### src/private_address_classifier_defines.svh
// ----------------------------------------------------------------------------
// private_address_classifier_defines
// Assertion macros for the private address classifier. They expand to
// concurrent assertions in simulation and to nothing in synthesis.
// ----------------------------------------------------------------------------
`ifndef PRIVATE_ADDRESS_CLASSIFIER_DEFINES_SVH
`define PRIVATE_ADDRESS_CLASSIFIER_DEFINES_SVH

`ifndef SYNTHESIS

// Check a consequence in the same cycle as its cause.
`define PAC_ASSERT_SAME(lbl, ante, cons, msg) \
  lbl: assert property (@(posedge clk) disable iff (rst) (ante) |-> (cons)) \
    else $error(msg);

// Check a consequence in the cycle after its cause.
`define PAC_ASSERT_NEXT(lbl, ante, cons, msg) \
  lbl: assert property (@(posedge clk) disable iff (rst) (ante) |=> (cons)) \
    else $error(msg);

`else

`define PAC_ASSERT_SAME(lbl, ante, cons, msg)
`define PAC_ASSERT_NEXT(lbl, ante, cons, msg)

`endif

`endif

### src/pac_fixed.sv
// ----------------------------------------------------------------------------
// pac_fixed
// Matches an address against the fixed private IPv4 and IPv6 ranges.
// ----------------------------------------------------------------------------
module pac_fixed (
  input  logic        is_v6,
  input  logic [63:0] addr_high,
  input  logic [63:0] addr_low,
  output logic        hit
);

  localparam logic [7:0]  V4_TEN       = 8'd10;
  localparam logic [7:0]  V4_172       = 8'd172;
  localparam logic [7:0]  V4_LOOP      = 8'd127;
  localparam logic [15:0] V4_192_168   = 16'hc0a8;
  localparam logic [15:0] V4_169_254   = 16'ha9fe;
  localparam logic [7:0]  V6_LINK_B0   = 8'hfe;
  localparam logic [7:0]  V6_LINK_MASK = 8'hc0;
  localparam logic [7:0]  V6_LINK_B1   = 8'h80;
  localparam logic [7:0]  V6_ULA_MASK  = 8'hfe;
  localparam logic [7:0]  V6_ULA_B0    = 8'hfc;

  logic [7:0] v4_first;
  logic [7:0] v4_second;
  logic       v4_hit;
  logic [7:0] v6_b0;
  logic [7:0] v6_b1;
  logic       v6_hit;

  // IPv4: 10/8, 172.16/12, 192.168/16, 127/8, 169.254/16
  assign v4_first  = addr_low[31:24];
  assign v4_second = addr_low[23:16];
  assign v4_hit = (v4_first == V4_TEN) ||
                  (v4_first == V4_172 && v4_second[7:4] == 4'h1) ||
                  (addr_low[31:16] == V4_192_168) ||
                  (v4_first == V4_LOOP) ||
                  (addr_low[31:16] == V4_169_254);

  // IPv6: fe80::/10, fc00::/7, ::1
  assign v6_b0 = addr_high[63:56];
  assign v6_b1 = addr_high[55:48];
  assign v6_hit = (v6_b0 == V6_LINK_B0 && (v6_b1 & V6_LINK_MASK) == V6_LINK_B1) ||
                  ((v6_b0 & V6_ULA_MASK) == V6_ULA_B0) ||
                  (addr_high == 64'd0 && addr_low == 64'd1);

  assign hit = is_v6 ? v6_hit : v4_hit;

endmodule

### config.mk
export PLATFORM = sky130hd
export DESIGN_NAME = pac_fixed
export DESIGN_NICKNAME = d
export VERILOG_FILES = /design/src/private_address_classifier_defines.svh /design/src/pac_fixed.sv
export SDC_FILE = /design/constraint.sdc
export NUM_CORES = 1
export LEC_CHECK = 0
export ABC_CLOCK_PERIOD_IN_PS = 3900
export BUFFER_PORTS_ARGS = -buffer_cell sky130_fd_sc_hd__buf_2
export CORE_ASPECT_RATIO = 1.1
export CORE_MARGIN = 8
export CORE_UTILIZATION = 21
export DETAILED_ROUTE_END_ITERATION = 16
export PLACE_DENSITY_LB_ADDON = 0.05
export SYNTH_ARGS = -nofsm -noshare
export SYNTH_HDL_FRONTEND = slang
export SYNTH_SLANG_ARGS = --single-unit
export TNS_END_PERCENT = 50
### constraint.sdc
create_clock -name vclk -period 3.9
set_clock_uncertainty 0.2 [all_clocks]
set_input_delay 0.39 -clock vclk [all_inputs]
set_output_delay 0.39 -clock vclk [all_outputs]
set_load 0.005 [all_outputs]
==> flow_summary.json, run 1 <==
{
  "status": "finished clean",
  "drcViolationCount": 0,
  "synth-simple-area-share": 0.930,
  "first_pass_iters": 4,
  "synth.distinct_cells": 14,
  "wl_per_cell_um": 15.4,
  "postRouteAntennaNets": 0,
  "setup_viol": 0,
  "cp-end-kind": "primary output",
  "post-place-cells": 227,
  "final-seq-area_um2": 0,
  "grt_max_degree": 6,
  "period_needed_ns": 2.23,
  "yosysWarnings": 0,
  "overflow": 0,
  "antenna_found_initial": 0,
  "die_height_um": 62.4,
  "drtIter0Drc": 17,
  "drt-total-wl_mm": 3.49,
  "globalRouteTotalUtil": 0.178,
  "final_util": 0.601,
  "crit_slowest_cell": "nor4_1",
  "routed_via_density": 4.96,
  "hold_buffers": 0,
  "dr_total_vias": 1126,
  "finalNonFillerCells": 227,
  "synth_compound_area_frac": 0.0701,
  "fin_tns_setup_ns": 0,
  "ir_worst_vdd_mv": 0.0450,
  "drive_gt1_frac": 0.655,
  "cp-start-kind": "input port",
  "finalCritPeriodShare": 0.572,
  "yosysSeqAreaShare": 0,
  "chipWidth_um": 58.2,
  "globalplace.congestion": 0.811,
  "cp.required_ns": 3.31,
  "rsz0062_at_grt": "no",
  "cts_setup_buffers": 0,
  "netlist.top_cell.by_area": "nor4_1",
  "max_freq_mhz": 448,
  "synth_top_family_by_area": "simple AND/OR/NAND/NOR gates",
  "dieArea_mm2": 0.00363,
  "netlist_area_um2": 410,
  "worstHoldPathType": "in2out",
  "drv_slew": 0,
  "core_mm2": 0.00182,
  "cp_slowest_stage_delay_ns": 0.32,
  "areaGrowthSynthToFinish_pct": 167,
  "yosysMostFrequentCell": "nor4_1",
  "cp_cell_sequence": "buf_2 > nor4_1 > nand4_1 > nor4_1 > nand3_1 > a31oi_1 > buf_2",
  "crit_fanout": 3,
  "hold_slack_ns": 0.850,
  "yosysTopAreaCellShare": 0.503,
  "synth_xor_area_frac": 0,
  "port_buffers": 130,
  "grt_pass1_wl_mm": 5.51,
  "leakagePower_nw": 0.566,
  "syn_nets": 199,
  "max_slew_margin": 0.807,
  "num_antenna_cells": 0,
  "power.total_uw": 81.0,
  "layout.nets": 331,
  "synthMuxAreaShare": 0,
  "grt_pass1_vias": 1342,
  "synth_area_leaders": "nor4_1, nand4_1, nand3_1",
  "cts_resized": 0,
  "hold_viol": 0,
  "avgSynthCellArea_um2": 5.86,
  "power.density_mw_per_mm2": 74.0,
  "synthAdderAreaFrac": 0,
  "tightestPinTransition_ns": 0.286,
  "start_util": 0.225,
  "path_buf_inv": 2,
  "synthCells": 70,
  "nClkBuffers": 0,
  "worst-setup-path-type": "in2out",
  "row_count": 16,
  "cp.arrival_ns": 1.64,
  "critPathTopFamily": "simple AND/OR/NAND/NOR gates",
  "synthTopCellsByCount": "nor4_1, nand4_1, nand2_1, nand3_1, nor2_1",
  "io_pins": 130,
  "dp_hpwl_mm": 3.44,
  "nFlopsAndLatches": 0,
  "cap_violations": 0
}
[per-layer routing]
layer / part of all wire / track usage / up-vias
met5: 0 / 0 / -
met4: 0.0060 / 0.0123 / 0
li1: - / - / 580
met1: 0.32 / 0.149 / 476
met2: 0.54 / 0.363 / 68
met3: 0.14 / 0.0926 / 2
[final timing paths]
kind / from / to / slack [ns] / depth (start not counted)
min: is_v6 / hit / 0.85 / 3
max: addr_low[19] / hit / 1.67 / 7
[kinds of logic after synthesis]
group              Yosys count
AOI/OAI and AO/OA            4
and+or+nand+nor             66
[stage by stage]
| step | setup slack, ns | area [um2] |
|---|---|---|
| floorplan | 2.01 | 410 |
| global placement | 1.67 | 1090 |
| detailed placement | 1.64 | 1090 |
| CTS | 1.64 | 1090 |
| global route | 1.46 | 1090 |
| finish | 1.67 | 1090 |
[where the power goes]
| part | switching (mW) | internal (mW) |
|---|---|---|
| Clock | 0 | 0 |
| Combinational | 0.0289 | 0.0521 |
| Sequential | 0 | 0 |
| Total | 0.0289 | 0.0521 |
[layout make-up]
cell class / instances / area, um2
well taps: 27 / 33.8
repair buffers: 130 / 651
fillers: 190 / 727
multi-input cells: 70 / 410
[layout by cell type (no fill, tap or decap)]
cell type / synthesis / final
a211o_1: 1 / 1
a21oi_1: 1 / 1
a31oi_1: 1 / 1
a32oi_1: 1 / 1
and3_2: 1 / 1
and4b_1: 1 / 1
buf_2: 0 / 130
nand2_1: 6 / 6
nand3_1: 6 / 6
nand4_1: 9 / 9
nor2_1: 6 / 6
nor3_1: 2 / 2
nor4_1: 33 / 33
nor4b_1: 1 / 1
or4_1: 1 / 1
(Power assumes the default switching activity.)
==> run 2, diff against run 1 <==
- ABC_AREA: unset -> 1
- ABC_CLOCK_PERIOD_IN_PS: 3900 -> 2100
- CORE_UTILIZATION: 21 -> 27
- clock period: 3.9 -> 2.1 ns (I/O delays scaled with it)
==> run 2 against run 1 <==
  * Non-clock buffer count did not move
  * Synthesized area rose by 67%
  * First-iteration DRC count rose by 120%
  * Largest cell class is now multi-input combinational cells
  * Largest power group unchanged
  * Highest routed layer is now met3
==> flow_summary.json, run 2 <==
{
  "wl_per_cell_um": 10.2,
  "mostFrequentLayoutCell": "buf_2",
  "layout_common_cells": "buf_2, nor2_1, nand2_1",
  "syn_nets": 298,
  "drive_gt1_frac": 0.448,
  "io_pins": 130,
  "min_from": "is_v6",
  "dpl_cell_area_mm2": 0.00138,
  "drv_slew": 0,
  "path_buf_inv": 2,
  "cp.arrival_ns": 1.14,
  "dr_total_vias": 1369,
  "grt_pass1_vias": 1330,
  "cts_resized": 0,
  "start_util": 0.280,
  "hold-path-cell-count": 5,
  "yosysWarnings": 0,
  "cp_cell_sequence": "buf_2 > nor2_1 > nand2_1 > nor2_1 > nand2_1 > nor2_1 > nand2_1 > nor2_1 > nor2_1 > nor2_1 > buf_2",
  "status": "finished clean",
  "avgSynthCellArea_um2": 4.06,
  "critPathTopFamily": "simple AND/OR/NAND/NOR gates",
  "period_needed_ns": 1.55,
  "grt_pass1_wl_mm": 5.13,
  "hold_buffers": 0,
  "overflow": 0,
  "globalplace.congestion": 0.786,
  "finalNonFillerCells": 330,
  "cp.required_ns": 1.69,
  "synth.distinct_cells": 13,
  "cp-end-kind": "primary output",
  "post-route-worst-setup-slack_ns": 0.554,
  "antenna_found_initial": 0,
  "finalCritPeriodShare": 0.736,
  "netlist_area_um2": 686,
  "postRouteAntennaNets": 0,
  "die_height_um": 68.9,
  "power.total_uw": 181,
  "max_freq_mhz": 647,
  "post-place-cells": 330,
  "drcViolationCount": 0,
  "leakagePower_nw": 0.757,
  "num_antenna_cells": 0,
  "core_mm2": 0.00245,
  "synthCells": 169,
  "cpMostUsedCell": "nor2_1",
  "synthTopCellsByCount": "nor2_1, nand2_1, inv_1",
  "max_slew_margin": 0.801,
  "routed_via_density": 4.15,
  "crit_slowest_cell": "buf_2",
  "crit_fanout": 3,
  "rsz0062_at_grt": "no",
  "tightestPinTransition_ns": 0.295,
  "nClkBuffers": 0,
  "power.density_mw_per_mm2": 132,
  "globalRouteTotalUtil": 0.136,
  "final_util": 0.562,
  "cap_violations": 0,
  "chipWidth_um": 64.1,
  "worst-setup-path-type": "in2out",
  "fin_area_mm2": 0.00138,
  "yosysTopAreaCellShare": 0.487,
  "nFlopsAndLatches": 0,
  "cp-start-kind": "input port",
  "worstHoldPathType": "in2out",
  "dp_hpwl_mm": 3.27,
  "row_count": 19,
  "dp_slack_ns": 0.522,
  "final-seq-area_um2": 0,
  "port_buffers": 130,
  "cp_slowest_stage_delay_ns": 0.12,
  "drtIter0Drc": 37,
  "dieArea_mm2": 0.00441,
  "drt-total-wl_mm": 3.38,
  "layout.nets": 430,
  "hold_viol": 0,
  "hold_slack_ns": 0.609,
  "first_pass_iters": 4,
  "setup_viol": 0,
  "netlist.top_cell.by_area": "nor2_1",
  "min_to": "hit",
  "ir_worst_vdd_mv": 0.0752,
  "synth_area_leaders": "nor2_1, nand2_1, nand3_1",
  "areaGrowthSynthToFinish_pct": 101,
  "yosysSeqAreaShare": 0,
  "grt_max_degree": 6,
  "fin_tns_setup_ns": 0,
  "yosysMostFrequentCell": "nor2_1",
  "cts_setup_buffers": 0
}
## run 2: changes by cell type in the layout (fill, tap and decap cells not counted), moves of 2 or more
cell	previous run	this run
nor2_2	0	3
nor3_1	2	4
inv_1	0	8
nor4_1	33	1
nor2_1	6	89
nand2_1	6	49
nand4_1	9	3
## run 2: worst min-delay path, cell delays in order
cell     delay (ns)
buf_2          0.11
o31ai_1        0.06
nor2_1         0.04
nor2_1         0.07
buf_2          0.12
## run 2: kinds of logic after synthesis
logic type / after synthesis / synth area share
buffers and inverters: 8 / 0.0438
and+or+nand+nor: 157 / 0.920
AOI/OAI and AO/OA: 4 / 0.0365
## run 2: layout make-up
class,instances,area (um2)
well taps,31,38.8
repair buffers,130,651
multi-input cells,161,656
inverters,8,30.0
fillers,301,1070
## run 2: how the worst max path moves through the flow
| stage | cells after the start | end | from | slack, ns |
|---|---|---|---|---|
| floorplan | 9 | hit | addr_low[27] | 0.82 |
| global placement | 11 | hit | addr_low[25] | 0.52 |
| detailed placement | 11 | hit | addr_low[25] | 0.52 |
| CTS | 11 | hit | addr_low[25] | 0.52 |
| global route | 11 | hit | addr_low[27] | 0.34 |
| finish | 11 | hit | addr_low[27] | 0.55 |
## run 2: metal layers
| layer | part of all wire | global-route usage | up-vias |
|---|---|---|---|
| met5 | 0 | 0 | - |
| met4 | 0 | 0 | 0 |
| met3 | 0.14 | 0.0759 | 0 |
| met2 | 0.50 | 0.262 | 69 |
| met1 | 0.36 | 0.135 | 517 |
| li1 | - | - | 783 |
## run 2: power by group
part	switching (mW)	internal (mW)	total, mW	leakage [nW]
Combinational	0.0715	0.110	0.181	0.757
Sequential	0	0	0	0
Clock	0	0	0	0
