### src/private_address_classifier_defines.svh
// ----------------------------------------------------------------------------
// private_address_classifier_defines
// Assertion macros for the private address classifier. They expand to
// concurrent assertions in simulation and to nothing in synthesis.
// ----------------------------------------------------------------------------
`ifndef PRIVATE_ADDRESS_CLASSIFIER_DEFINES_SVH
`define PRIVATE_ADDRESS_CLASSIFIER_DEFINES_SVH

`ifndef SYNTHESIS

// Check a consequence in the same cycle as its cause.
`define PAC_ASSERT_SAME(lbl, ante, cons, msg) \
  lbl: assert property (@(posedge clk) disable iff (rst) (ante) |-> (cons)) \
    else $error(msg);

// Check a consequence in the cycle after its cause.
`define PAC_ASSERT_NEXT(lbl, ante, cons, msg) \
  lbl: assert property (@(posedge clk) disable iff (rst) (ante) |=> (cons)) \
    else $error(msg);

`else

`define PAC_ASSERT_SAME(lbl, ante, cons, msg)
`define PAC_ASSERT_NEXT(lbl, ante, cons, msg)

`endif

`endif

### src/pac_pkg.sv
// ----------------------------------------------------------------------------
// pac_pkg
// Shared types and codes of the private address classifier.
// ----------------------------------------------------------------------------
package pac_pkg;

  // Address family codes
  localparam logic FAM_V4 = 1'b0;
  localparam logic FAM_V6 = 1'b1;

  // Item action codes
  localparam logic ACT_LOAD     = 1'b0;
  localparam logic ACT_CLASSIFY = 1'b1;

  // Largest legal prefix lengths
  localparam logic [7:0] V4_PREFIX_MAX = 8'd32;
  localparam logic [7:0] V6_PREFIX_MAX = 8'd128;

  // Link between neighboring cells: search token and accumulated hit
  typedef struct packed {
    logic tok;
    logic hit;
  } pac_link_t;

endpackage

### src/pac_cell.sv
// ----------------------------------------------------------------------------
// pac_cell
// One custom prefix entry. Holds a network and prefix, compares it with the
// broadcast query when the search token passes, and forwards token and hit.
// ----------------------------------------------------------------------------
module pac_cell #(
  parameter int IDX = 0,
  parameter int CW  = 8
) (
  input  logic                clk,
  input  logic                rst,
  input  logic                wr,
  input  logic                wr_v6,
  input  logic [63:0]         wr_high,
  input  logic [63:0]         wr_low,
  input  logic [7:0]          wr_prefix,
  input  logic [CW-1:0]       count,
  input  logic                q_v6,
  input  logic [63:0]         q_high,
  input  logic [63:0]         q_low,
  input  pac_pkg::pac_link_t  link_in,
  output pac_pkg::pac_link_t  link_out
);

  logic [63:0] net_high;
  logic [63:0] net_low;
  logic [7:0]  prefix;
  logic        family;

  logic        occupied;
  logic [63:0] mask_high;
  logic [63:0] mask_low;
  logic [7:0]  low_bits;
  logic        v4_match;
  logic        v6_match;
  logic        match;

  // Mask of the top 'bits' bits of a 64-bit word
  function automatic logic [63:0] top_mask(input logic [7:0] bits);
    logic [63:0] m;
    for (int k = 0; k < 64; k++) begin
      m[63-k] = (8'(k) < bits);
    end
    return m;
  endfunction

  // Load the entry when selected
  always_ff @(posedge clk) begin
    if (wr) begin
      net_high <= wr_high;
      net_low  <= wr_low;
      prefix   <= wr_prefix;
      family   <= wr_v6;
    end
  end

  // Compare against the query
  assign occupied  = (count > CW'(IDX));
  assign low_bits  = (prefix > 8'd64) ? (prefix - 8'd64) : 8'd0;
  assign mask_high = top_mask(prefix);
  assign mask_low  = top_mask(low_bits);
  assign v4_match  = (((q_low[31:0] ^ net_low[31:0]) & mask_high[63:32]) == 32'd0);
  assign v6_match  = (((q_high ^ net_high) & mask_high) == 64'd0) &&
                     (((q_low ^ net_low) & mask_low) == 64'd0);
  assign match = occupied && (family == q_v6) &&
                 ((q_v6 == pac_pkg::FAM_V6) ? v6_match : v4_match);

  // Advance token and hit to the next cell
  always_ff @(posedge clk) begin
    if (rst) begin
      link_out <= '0;
    end else begin
      link_out.tok <= link_in.tok;
      link_out.hit <= link_in.hit | (link_in.tok & match);
    end
  end

endmodule

### config.mk
export PLATFORM = sky130hd
export DESIGN_NAME = pac_cell
export DESIGN_NICKNAME = d
export VERILOG_FILES = /design/src/private_address_classifier_defines.svh /design/src/pac_pkg.sv /design/src/pac_cell.sv
export SDC_FILE = /design/constraint.sdc
export NUM_CORES = 1
export LEC_CHECK = 0
export BUFFER_PORTS_ARGS = -buffer_cell sky130_fd_sc_hd__buf_2
export CAP_MARGIN = 20
export CORE_AREA = 2 2 122 124
export CTS_BUF_LIST = sky130_fd_sc_hd__clkbuf_4 sky130_fd_sc_hd__clkbuf_8
export CTS_CLUSTER_DIAMETER = 60
export DETAILED_ROUTE_END_ITERATION = 6
export DIE_AREA = 0 0 124 126
export PLACE_DENSITY_LB_ADDON = 0.15
export SLEW_MARGIN = 20
export SYNTH_ARGS = -nofsm -noshare
export SYNTH_HDL_FRONTEND = slang
export SYNTH_SLANG_ARGS = --single-unit
### constraint.sdc
create_clock -name clk -period 3.4 [get_ports clk]
set_clock_uncertainty 0.1 [all_clocks]
set_input_delay 0.68 -clock clk [delete_from_list [all_inputs] [get_ports clk]]
set_output_delay 0.68 -clock clk [all_outputs]
set_load 0.1 [all_outputs]
==> summary.md, run 1 <==
| Metric | Value |
|---|---|
| Initial antenna violation count | `0` |
| Critical setup path kind | `flop to flop` |
| Met2 wire length | `around 11000 um` |
| Die height | `roughly 130 um` |
| TritonCTS clock tree | `built` |
| Total track usage | `a little under 30%` |
| Via count | `roughly 6300` |
| Req. time, crit path | `~3.7 ns` |
| Final core utilization | `between 60% and 70%` |
| Number of fill cells in the layout | `~1100` |
| Syn Nets | `just under 900` |
| Top cells by area, synth | `edfxtp_1 57%, xor2_1 9.4%, xnor2_1 6.3%, o21ai_0 4.8%, a21oi_1 2.8%` |
| Vias in the first global route | `between 6000 and 7000` |
| Routed wl met3 | `~2300 um` |
| Cts repair resizes | `0` |
| DRC | `0` |
| DP Area | `just under 9000 um^2` |
| Final Slew Violations | `0` |
| Share of cells above drive strength 1 | `between 30% and 40%` |
| Max cap viols | `0` |
| Top FF cell, synth | `edfxtp_1` |
| Design Area, Final | `just over 9000 um^2` |
| Synth area leader | `edfxtp_1` |
| Remaining Overflow, GRT | `0` |
| First-pass GRT wire length | `33600 um` |
| RSZ-0062 raised after global routing | `false` |
| Worst r2r path cells | `8` |
| Number of H-tree levels | `4` |
| Layout Area Growth over Synthesis | `30.0%` |
| Number of setup buffers added after CTS | `0` |
| Yosys cell types | `60` |
| Initial DRC count | `approximately 660` |
| Post-route antenna net violation count | `0` |
| Worst Hold Class | `primary input to flop` |
| Final nets | `~1200` |
| DIE AREA | `between 15000 and 20000 um^2` |
| Clock transition at the registers of the reported paths | `0.08 ns` |
| Final Critical Period | `approximately 3.2 ns` |
| Die W | `roughly 120 um` |
| Synth Area per Inst | `12.1 um^2` |
| Root Driver | `clkbuf_8` |
| Yosys synthesis warning count | `0` |
| CP endpoint kind | `flop` |
| Inserted Diodes | `0` |
| Clock Latency Late Sink | `between 0.4 and 0.5 ns` |
| Placed insts | `approximately 1100` |
| Slew headroom | `53.9%` |
| PwrDens | `between 400 and 500 nW/um^2` |
| Run status | `completed` |
| WP data arrival | `roughly 3.5 ns` |
| CTS Buffer Depth | `2` |
| Initial core utilization | `50.3%` |
| Hold-critical path depth | `1` |
| Share of the synthesized area in the top cell type | `a little under three fifths` |
| Port-buffer cells | `280` |
| Post-synth ARST share | `0%` |
| Max Freq | `roughly 0.31 GHz` |
| CTS Sinks | `between 100 and 150` |
| Drt pass-1 iters | `5` |
| Total power | `4.48 mW` |
| GPL Wtd Cong | `~1.0` |
| Core area | `around 14000 um^2` |
| Max IR drop VDD | `roughly 330 uV` |
| Mapped Cells | `593` |
| Worst Path Max Fanout | `24` |
| Largest net degree at the start of global routing | `between 50 and 60` |
| Dpl hpwl | `17800 um` |
| Flops & latches, synth | `~140` |
| Final setup fails | `0` |
| DR WL/cell | `21.0 um` |
| Routed WL | `approximately 23000 um` |
| I/O pins | `between 200 and 300` |
| Synth Cell Area | `between 7000 and 8000 um^2` |
| Top sig layer | `met4` |
| Clock buffer count from CTS | `17` |
| Routed met1 length | `~9000 um` |
| Worst-Margin Slew | `approximately 0.7 ns` |
| Startpoint Class | `flop` |
| Cts hold-fix bufs | `0` |
| EDFF count, synth | `between 100 and 150` |
| Std cell rows | `44` |
| Non-Filler Instances | `1087` |
| Setup TNS | `0 ns` |
| Pleak | `between 3 and 4 nW` |
| Final Cycle Share | `between 90% and 100%` |
| Final hold violation count | `0` |
| Post-synthesis sequential area ratio | `between 50% and 60%` |
| Vias per inst | `5.75` |
==> layout make-up <==
cell class	instances	area [um^2]	share of cell area, %
Multi-Input combinational cell	424	2900	30.9
Sequential cell	139	4150	44.4
Clock inverter	14	218	2.33
Timing Repair Buffer	305	1610	17.2
Inverter	3	11.3	0.120
Tap cell	184	230	2.46
Clock buffer	18	241	2.58
==> worst paths after layout <==
check	from	end	slack (ns)
hold reg to reg	family	link_out[0]	0.81
setup reg to reg	prefix[2]	link_out[0]	0.17
hold / removal	wr_high[22]	net_high[22]	0.30
setup / recovery	prefix[2]	link_out[0]	0.17
==> metal layers <==
metal / GRT usage [%] / vias up
met5: 0 / -
met3: 8.20 / 62
met4: 11.9 / 0
met1: 38.5 / 2935
li1: - / 2860
met2: 46.2 / 398
==> registers in the layout (all words and copies together), names as in the netlist <==
register  flops
net_high     64
family        1
net_low      64
link_out      2
prefix        8
==> cells in the final DEF (no fill, tap or decap), types with 5 or more instances in the layout <==
master / synthesis / routed
buf_2: 7 / 279
edfxtp_1: 137 / 137
xor2_1: 77 / 77
o21ai_0: 69 / 69
xnor2_1: 52 / 52
a21oi_1: 41 / 41
buf_4: 3 / 24
nor2_1: 22 / 22
nand2_1: 19 / 19
clkbuf_8: 1 / 17
o22ai_1: 12 / 12
nor3_1: 11 / 11
nand4_1: 11 / 11
nor4_1: 11 / 10
o2111ai_1: 6 / 6
a31oi_1: 5 / 5
and3_1: 5 / 5
bufinv_16: 0 / 5
==> report_power, final <==
part	internal [mW]	switching [mW]	leakage, nW
Clock	0.887	0.680	0.227
Combinational	0.349	0.452	2.13
Sequential	2.03	0.0775	1.36
==> worst max-delay path, cell delays in order, from the launching register on <==
cell and delay (ns):
edfxtp_1 0.69, or4_1 0.84, o21ai_1 0.21, o2111ai_1 0.14, nor3_1 0.27, nand4_1 0.21
maj3_2 0.34, o21ai_1 0.19, a31o_1 0.18
==> metrics by stage <==
step	hold WS, ns	setup WS, ns
6_report	0.297	0.173
3_5_place_dp	0.758	0.286
4_1_cts	0.274	0.246
2_1_floorplan	0.652	0.933
3_3_place_gp	0.756	0.356
5_1_grt	0.257	0.0287
==> kinds of logic after synthesis <==
logic type | count (synthesis) | share of synthesized area [%]
AO/OA/AOI/OAI | 181 | 15.2
XOR/XNOR | 129 | 15.7
adder cells (fa/ha/maj) | 4 | 0.573
buffers and inverters | 30 | 2.19
flip-flops | 139 | 57.7
AND/OR/NAND/NOR | 110 | 8.64
==> cell usage after synthesis, types with 3 or more instances <==
cell and count:
buf_4 3, o21ai_0 69, a41oi_1 3, nand2_1 19
nor2_1 22, maj3_1 3, o22ai_1 12, clkbuf_1 13
buf_2 7, a31oi_1 5, xnor2_1 52, o21ai_1 3
nand4_1 11, a211oi_1 4, nor4_1 11, nand2b_1 4
a21oi_1 41, inv_1 3, o2111ai_1 6, o221ai_1 3
a2111oi_0 3, o31ai_1 3, a22oi_1 4, xor2_1 77
and3_1 5, nor3_1 11, a21boi_0 3, a21o_1 3
nand3_1 4, or4_1 4, edfxtp_1 137, o21a_1 4
No activity file was read; power rests on OpenSTA's default activity.
==> run 2: changes to the inputs <==
- CORE_AREA: 2 2 122 124 -> 2 2 172 90
- DIE_AREA: 0 0 124 126 -> 0 0 174 92
==> run 2 against run 1 <==
Effect of this change: global-route usage grew 0.53 points; first-iteration DRC count shrank 1.1%; fmax grew 1.2%; largest power group unchanged; setup slack gained 0.038 ns; combinational power grew 2%; highest routed layer unchanged; via count shrank 0.72%.
==> summary.md, run 2 (synthesized netlist as in run 1, its figures left out) <==
| Metric | Value |
|---|---|
| Area of the multi-input gates | `2900 um^2 (unchanged)` |
| CTS Sinks | `139 (unchanged)` |
| Fin Hold WS | `0.301 ns (+0.00349 ns)` |
| Final Cycle Share | `93.8% (-1.1 points)` |
| Die W | `174 um (+40%)` |
| Most frequent cells in the layout | `279 x buf_2, 137 x edfxtp_1, 77 x xor2_1` |
| Startpoint Class | `flop` |
| PnR worst setup slack | `0.210 ns (+0.0376 ns)` |
| Clock Latency Late Sink | `0.45 ns (about the same)` |
| First-pass GRT wire length | `35600 um (+6.1%)` |
| Worst-Margin Slew | `0.617 ns (-0.0741 ns)` |
| Total power | `4.19 mW (-6.5%)` |
| Cts repair resizes | `0 (unchanged)` |
| Place WS | `0.312 ns (+0.0258 ns)` |
| Number of fill cells in the layout | `1229 (+8.1%)` |
| RSZ-0062 raised after global routing | `false` |
| Std cell rows | `32 (-27%)` |
| P_int | `2.95 mW (-9.6%)` |
| Initial core utilization | `48.9% (-1.4 points)` |
| Psw | `1.23 mW (+2.1%)` |
| DP Area | `8900 um^2 (unchanged)` |
| Max IR drop VDD | `228 uV (-30%)` |
| GPL Wtd Cong | `0.953 (-4.8%)` |
| Clock power share | `30.2% (-4.8 points)` |
| Final nets | `1164 (-0.43%)` |
| Sequential Power Share | `50.2% (+3.1 points)` |
| Port-buffer cells | `280 (unchanged)` |
| Clock buffer count from CTS | `17 (unchanged)` |
| Clock transition at the registers of the reported paths | `0.09 ns (about the same)` |
| Total track usage | `30.0% (+0.53 points)` |
| Max cap viols | `0 (unchanged)` |
| Die height | `92 um (-27%)` |
| CP endpoint kind | `flop` |
| Number of H-tree levels | `4 (unchanged)` |
| Vias per inst | `5.64 (-2.0%)` |
| Most common cell after layout, fill and taps aside | `buf_2` |
| WP data arrival | `3.48 ns (-0.05 ns)` |
| DRC | `0 (unchanged)` |
| Req. time, crit path | `3.69 ns (about the same)` |
| Combinational power share | `19.6% (+1.7 points)` |
| Via count | `6210 (-0.72%)` |
| Routed WL | `23900 um (+4.6%)` |
| Worst Hold Class | `primary input to flop` |
| Final hold violation count | `0 (unchanged)` |
| Top Registers | `net_high: 64 flops, net_low: 64 flops, prefix: 8 flops` |
| Cts hold-fix bufs | `0 (unchanged)` |
| CTS Buffer Depth | `2 (unchanged)` |
| Non-Filler Instances | `1101 (+1.3%)` |
| Initial DRC count | `648 (-1.1%)` |
| Max Freq | `0.314 GHz (+1.2%)` |
| PwrDens | `453 nW/um^2 (-5.5%)` |
| Share of cells above drive strength 1 | `37.9% (-0.30 points)` |
| Met2 Usage GRT | `44.5% (-1.7 points)` |
| Placed insts | `1070 (+1.4%)` |
| Number of setup buffers added after CTS | `0 (unchanged)` |
| Final Slew Violations | `0 (unchanged)` |
| Critical setup path kind | `flop to flop` |
| Met3 usage | `7.96% (-0.24 points)` |
| Inserted Diodes | `0 (unchanged)` |
| Largest net degree at the start of global routing | `62 (+5.1%)` |
| Worst Path Max Fanout | `34 (+42%)` |
| Final Critical Period | `3.19 ns (-0.0376 ns)` |
| Vias in the first global route | `6209 (-2.1%)` |
| DIE AREA | `16000 um^2 (+2.5%)` |
| DR WL/cell | `21.7 um (+3.2%)` |
| Slew headroom | `58.9% (+4.9 points)` |
| Core area | `14700 um^2 (+2.9%)` |
| Root Driver | `clkbuf_8` |
| Layout Area Growth over Synthesis | `28.5%` |
| Remaining Overflow, GRT | `0 (unchanged)` |
| Run status | `completed` |
| Final core utilization | `62.8% (-2.6 points)` |
| Dpl hpwl | `18600 um (+4.4%)` |
| Met1 usage | `44.5% (+6.0 points)` |
| Post-route antenna net violation count | `0 (unchanged)` |
| Pleak | `3.65 nW (-1.9%)` |
| Gr busiest metal | `met2` |
| I/O pins | `281 (unchanged)` |
| Register area | `4150 um^2 (unchanged)` |
| Sw Ratio | `29.5% (+2.5 points)` |
| Drt pass-1 iters | `5 (unchanged)` |
| Design Area, Final | `9260 um^2 (-1.1%)` |
| TritonCTS clock tree | `built` |
| Setup TNS | `0 ns (unchanged)` |
| Final setup fails | `0 (unchanged)` |
| Initial antenna violation count | `0 (unchanged)` |
[run 2: path summary, 6_finish.rpt]
path | depth (start not counted) | startpoint | slack (ns) | end
hold / removal | 1 | wr_low[42] | 0.30 | net_low[42]
setup reg to reg | 9 | prefix[1] | 0.21 | link_out[0]
setup / recovery | 9 | prefix[1] | 0.21 | link_out[0]
hold reg to reg | 4 | family | 0.83 | link_out[0]
[run 2: final cells by class]
class	instances	share of cell area, %
flip-flops and latches	139	44.9
multi-input cells	424	31.3
repair buffers	300	17.1
well taps	204	2.76
clock buffers	17	2.53
clock inverters	14	1.34
inverters	3	0.122
[run 2: power groups by stage]
stage	registers [mW]	logic, mW	clock network [mW]
3_5_place_dp	2.14	0.798	0
5_1_grt	2.12	0.881	1.36
4_1_cts	2.10	0.803	1.29
3_3_place_gp	2.13	0.796	0
2_1_floorplan	2.13	0.402	0
6_report	2.10	0.821	1.27
[run 2: layer usage]
layer	vias up	part of all wire, %
li1	2850	-
met5	-	0
met1	2966	45
met4	0	0.56
met3	15	11
met2	379	44
[run 2: worst max-delay path: stages, from the launching register on]
cell and delay, ns:
edfxtp_1 0.48, buf_12 0.21, a21o_1 0.23, nand2_1 0.37, a21oi_1 0.11, or4_1 0.52
nor3_1 0.36, a22oi_1 0.14, nor4_1 0.41, a31o_1 0.20
==> run 3: changes to the inputs <==
- CORE_AREA: 2 2 172 90 -> 2 2 141 108
- DIE_AREA: 0 0 174 92 -> 0 0 143 110
- SLEW_MARGIN: 20 -> unset
==> run 3 against run 2 <==
Effect of this change: the flow now finishes with violations (DRC); setup slack better by 0.10 ns; flip-flop and latch count did not move; critical path type unchanged; critical path depth fell by 1; wire length fell by 4.6%; cell count shrank 0.27%; register-to-register slack improved by 0.10 ns; clock-buffer cell count stayed put; largest power group unchanged; cell area grew 0.28%; power up 1.6%; non-clock buffer count stayed put; sequential power barely moved; global-route usage down 0.99 points.
==> summary.md, run 3 (synthesized netlist as in run 1, its figures left out) <==
| Metric | Value |
|---|---|
| Run status | `complete, but fails checks` |
| Failing checks | `DRC` |
| Worst-Margin Slew | `0.561 ns (-0.0556 ns)` |
| I/O pins | `281 (unchanged)` |
| Clock buffer count from CTS | `17 (unchanged)` |
| Dpl hpwl | `17800 um (-4.3%)` |
| WP data arrival | `3.39 ns (-0.09 ns)` |
| CTS Sinks | `139 (unchanged)` |
| Post-route antenna net violation count | `0 (unchanged)` |
| Inserted Diodes | `0 (unchanged)` |
| Final Critical Period | `3.09 ns (-0.102 ns)` |
| Initial DRC count | `975 (+50%)` |
| Crit-path max cell delay | `0.80 ns (+0.28 ns)` |
| Hold_sp | `wr_low[51]` |
| Fin Hold WS | `0.289 ns (-0.0119 ns)` |
| Share of cells above drive strength 1 | `38.2% (+0.29 points)` |
| Layout Area Growth over Synthesis | `28.9%` |
| CP bufs+invs | `0 (-1)` |
| Max Freq | `0.324 GHz (+3.3%)` |
| Total track usage | `29.0% (-0.99 points)` |
| Startpoint Class | `flop` |
| PwrDens | `458 nW/um^2 (+1.3%)` |
| Worst Hold Class | `primary input to flop` |
| Die height | `110 um (+20%)` |
| DR WL/cell | `20.7 um (-4.3%)` |
| Worst R2R Setup Slack | `0.31 ns (+0.10 ns)` |
| Remaining Overflow, GRT | `0 (unchanged)` |
| Std cell rows | `38 (+19%)` |
| Most common cell after layout, fill and taps aside | `buf_2` |
| Req. time, crit path | `3.70 ns (about the same)` |
| GPL Wtd Cong | `0.958 (+0.48%)` |
| WHS Endpoint | `net_low[51]` |
| Via count | `6185 (-0.40%)` |
| Final core utilization | `64.9% (+2.0 points)` |
| Pleak | `3.66 nW (+0.42%)` |
| Routed WL | `22800 um (-4.6%)` |
| CP cell instances | `or4_1 > o21ai_0 > nand4_1 > nor4_1 > and3_1 > nand4_1 > nor4_2 > a31o_1` |
| Setup TNS | `0 ns (unchanged)` |
| Worst Path Max Fanout | `10 (-71%)` |
| Worst r2r src | `prefix[5]` |
| Vias per inst | `5.63 (-0.13%)` |
| Die W | `143 um (-18%)` |
| Hold-critical path depth | `1 (unchanged)` |
| CP endpoint kind | `flop` |
| Port-buffer cells | `280 (unchanged)` |
| Largest net degree at the start of global routing | `59 (-4.8%)` |
| Initial core utilization | `50.3% (+1.4 points)` |
| CTS Buffer Depth | `2 (unchanged)` |
| Number of fill cells in the layout | `1147 (-6.7%)` |
| DIE AREA | `15700 um^2 (-1.7%)` |
| Top Registers | `net_high: 64 flops, net_low: 64 flops, prefix: 8 flops` |
| Placed insts | `1066 (-0.37%)` |
| Slew headroom | `62.4% (+3.6 points)` |
| Final Cycle Share | `90.8% (-3.0 points)` |
| Final nets | `1164 (unchanged)` |
| FF-to-FF End | `link_out[0]` |
| Slowest cell on the critical path | `or4_1` |
| Cts hold-fix bufs | `0 (unchanged)` |
| DP Area | `8880 um^2 (-0.20%)` |
| Drt pass-1 iters | `7 (+2)` |
| Clock Latency Late Sink | `0.46 ns (about the same)` |
| Worst r2r path cells | `8 (-1)` |
| Core area | `14300 um^2 (-2.9%)` |
| DRC | `1 (+1)` |
| Final hold violation count | `0 (unchanged)` |
| Design Area, Final | `9280 um^2 (+0.28%)` |
| TritonCTS clock tree | `built` |
| Vias in the first global route | `6155 (-0.87%)` |
| Number of H-tree levels | `4 (unchanged)` |
| Non-Filler Instances | `1098 (-0.27%)` |
| Final setup fails | `0 (unchanged)` |
| Initial antenna violation count | `0 (unchanged)` |
| Most frequent cells in the layout | `279 x buf_2, 137 x edfxtp_1, 77 x xor2_1` |
| Clock transition at the registers of the reported paths | `0.09 ns (about the same)` |
| Crit-path most repeated cell | `nand4_1` |
| Delay-heaviest family, CP | `simple AND/OR/NAND/NOR gates` |
| RSZ-0062 raised after global routing | `false` |
| First-pass GRT wire length | `33400 um (-6.4%)` |
| Root Driver | `clkbuf_8` |
| Max IR drop VDD | `419 uV (+83%)` |
| Critical setup path kind | `flop to flop` |
| Max cap viols | `0 (unchanged)` |
| Final Slew Violations | `0 (unchanged)` |
## run 3: cell count changes in the layout (fill, tap and decap cells not counted), sizes merged
cell	change
clkinv	-3
inv	+3
bufinv	+1
## run 3: through the flow
step           setup slack (ns)  total power [mW]
2_1_floorplan             0.933              2.53
3_3_place_gp              0.450              2.93
3_5_place_dp              0.307              2.93
4_1_cts                   0.293              4.26
5_1_grt                   0.157              4.42
6_report                  0.312              4.26
## run 3: layout make-up
class / count / area, um^2 / share of cell area [%]
well taps: 200 / 250 / 2.70
multi-input cells: 424 / 2900 / 31.3
clock inverters: 15 / 161 / 1.74
inverters: 3 / 11.3 / 0.121
flip-flops and latches: 139 / 4150 / 44.7
clock buffers: 17 / 234 / 2.52
repair buffers: 300 / 1570 / 16.9
## run 3: layer usage
layer	global-route usage (%)	vias to the layer above	part of all wire [%]
li1	-	2847	-
met1	38.9	2923	42
met2	45.9	370	46
met3	8.29	45	10
met4	9.19	0	2.0
met5	0	-	0
## run 3: how the worst max path moves through the flow
stage / slack, ns / depth (start not counted) / from / to
floorplan: 0.93 / 10 / prefix[7] / link_out[0]
global placement: 0.45 / 8 / prefix[5] / link_out[0]
detailed placement: 0.31 / 8 / prefix[5] / link_out[0]
CTS: 0.29 / 8 / prefix[5] / link_out[0]
global route: 0.16 / 8 / prefix[5] / link_out[0]
finish: 0.31 / 8 / prefix[5] / link_out[0]
## run 3: timing repair
action,CTS,global route
resized for setup,0,1
buffers inserted,0,0
endpoints found under the setup margin,0,1
## run 3: worst reg2reg max path, cell delays in order (launching register included)
cell	delay, ns
edfxtp_1	0.51
or4_1	0.80
o21ai_0	0.29
nand4_1	0.11
nor4_1	0.30
and3_1	0.20
nand4_1	0.14
nor4_2	0.40
a31o_1	0.19
## run 3: where the power goes
part           internal (mW)  total [mW]  leakage (nW)  switching, mW
Sequential              2.03        2.10          1.36         0.0664
Combinational          0.342       0.810          2.11          0.467
Clock                  0.663        1.35         0.195          0.683
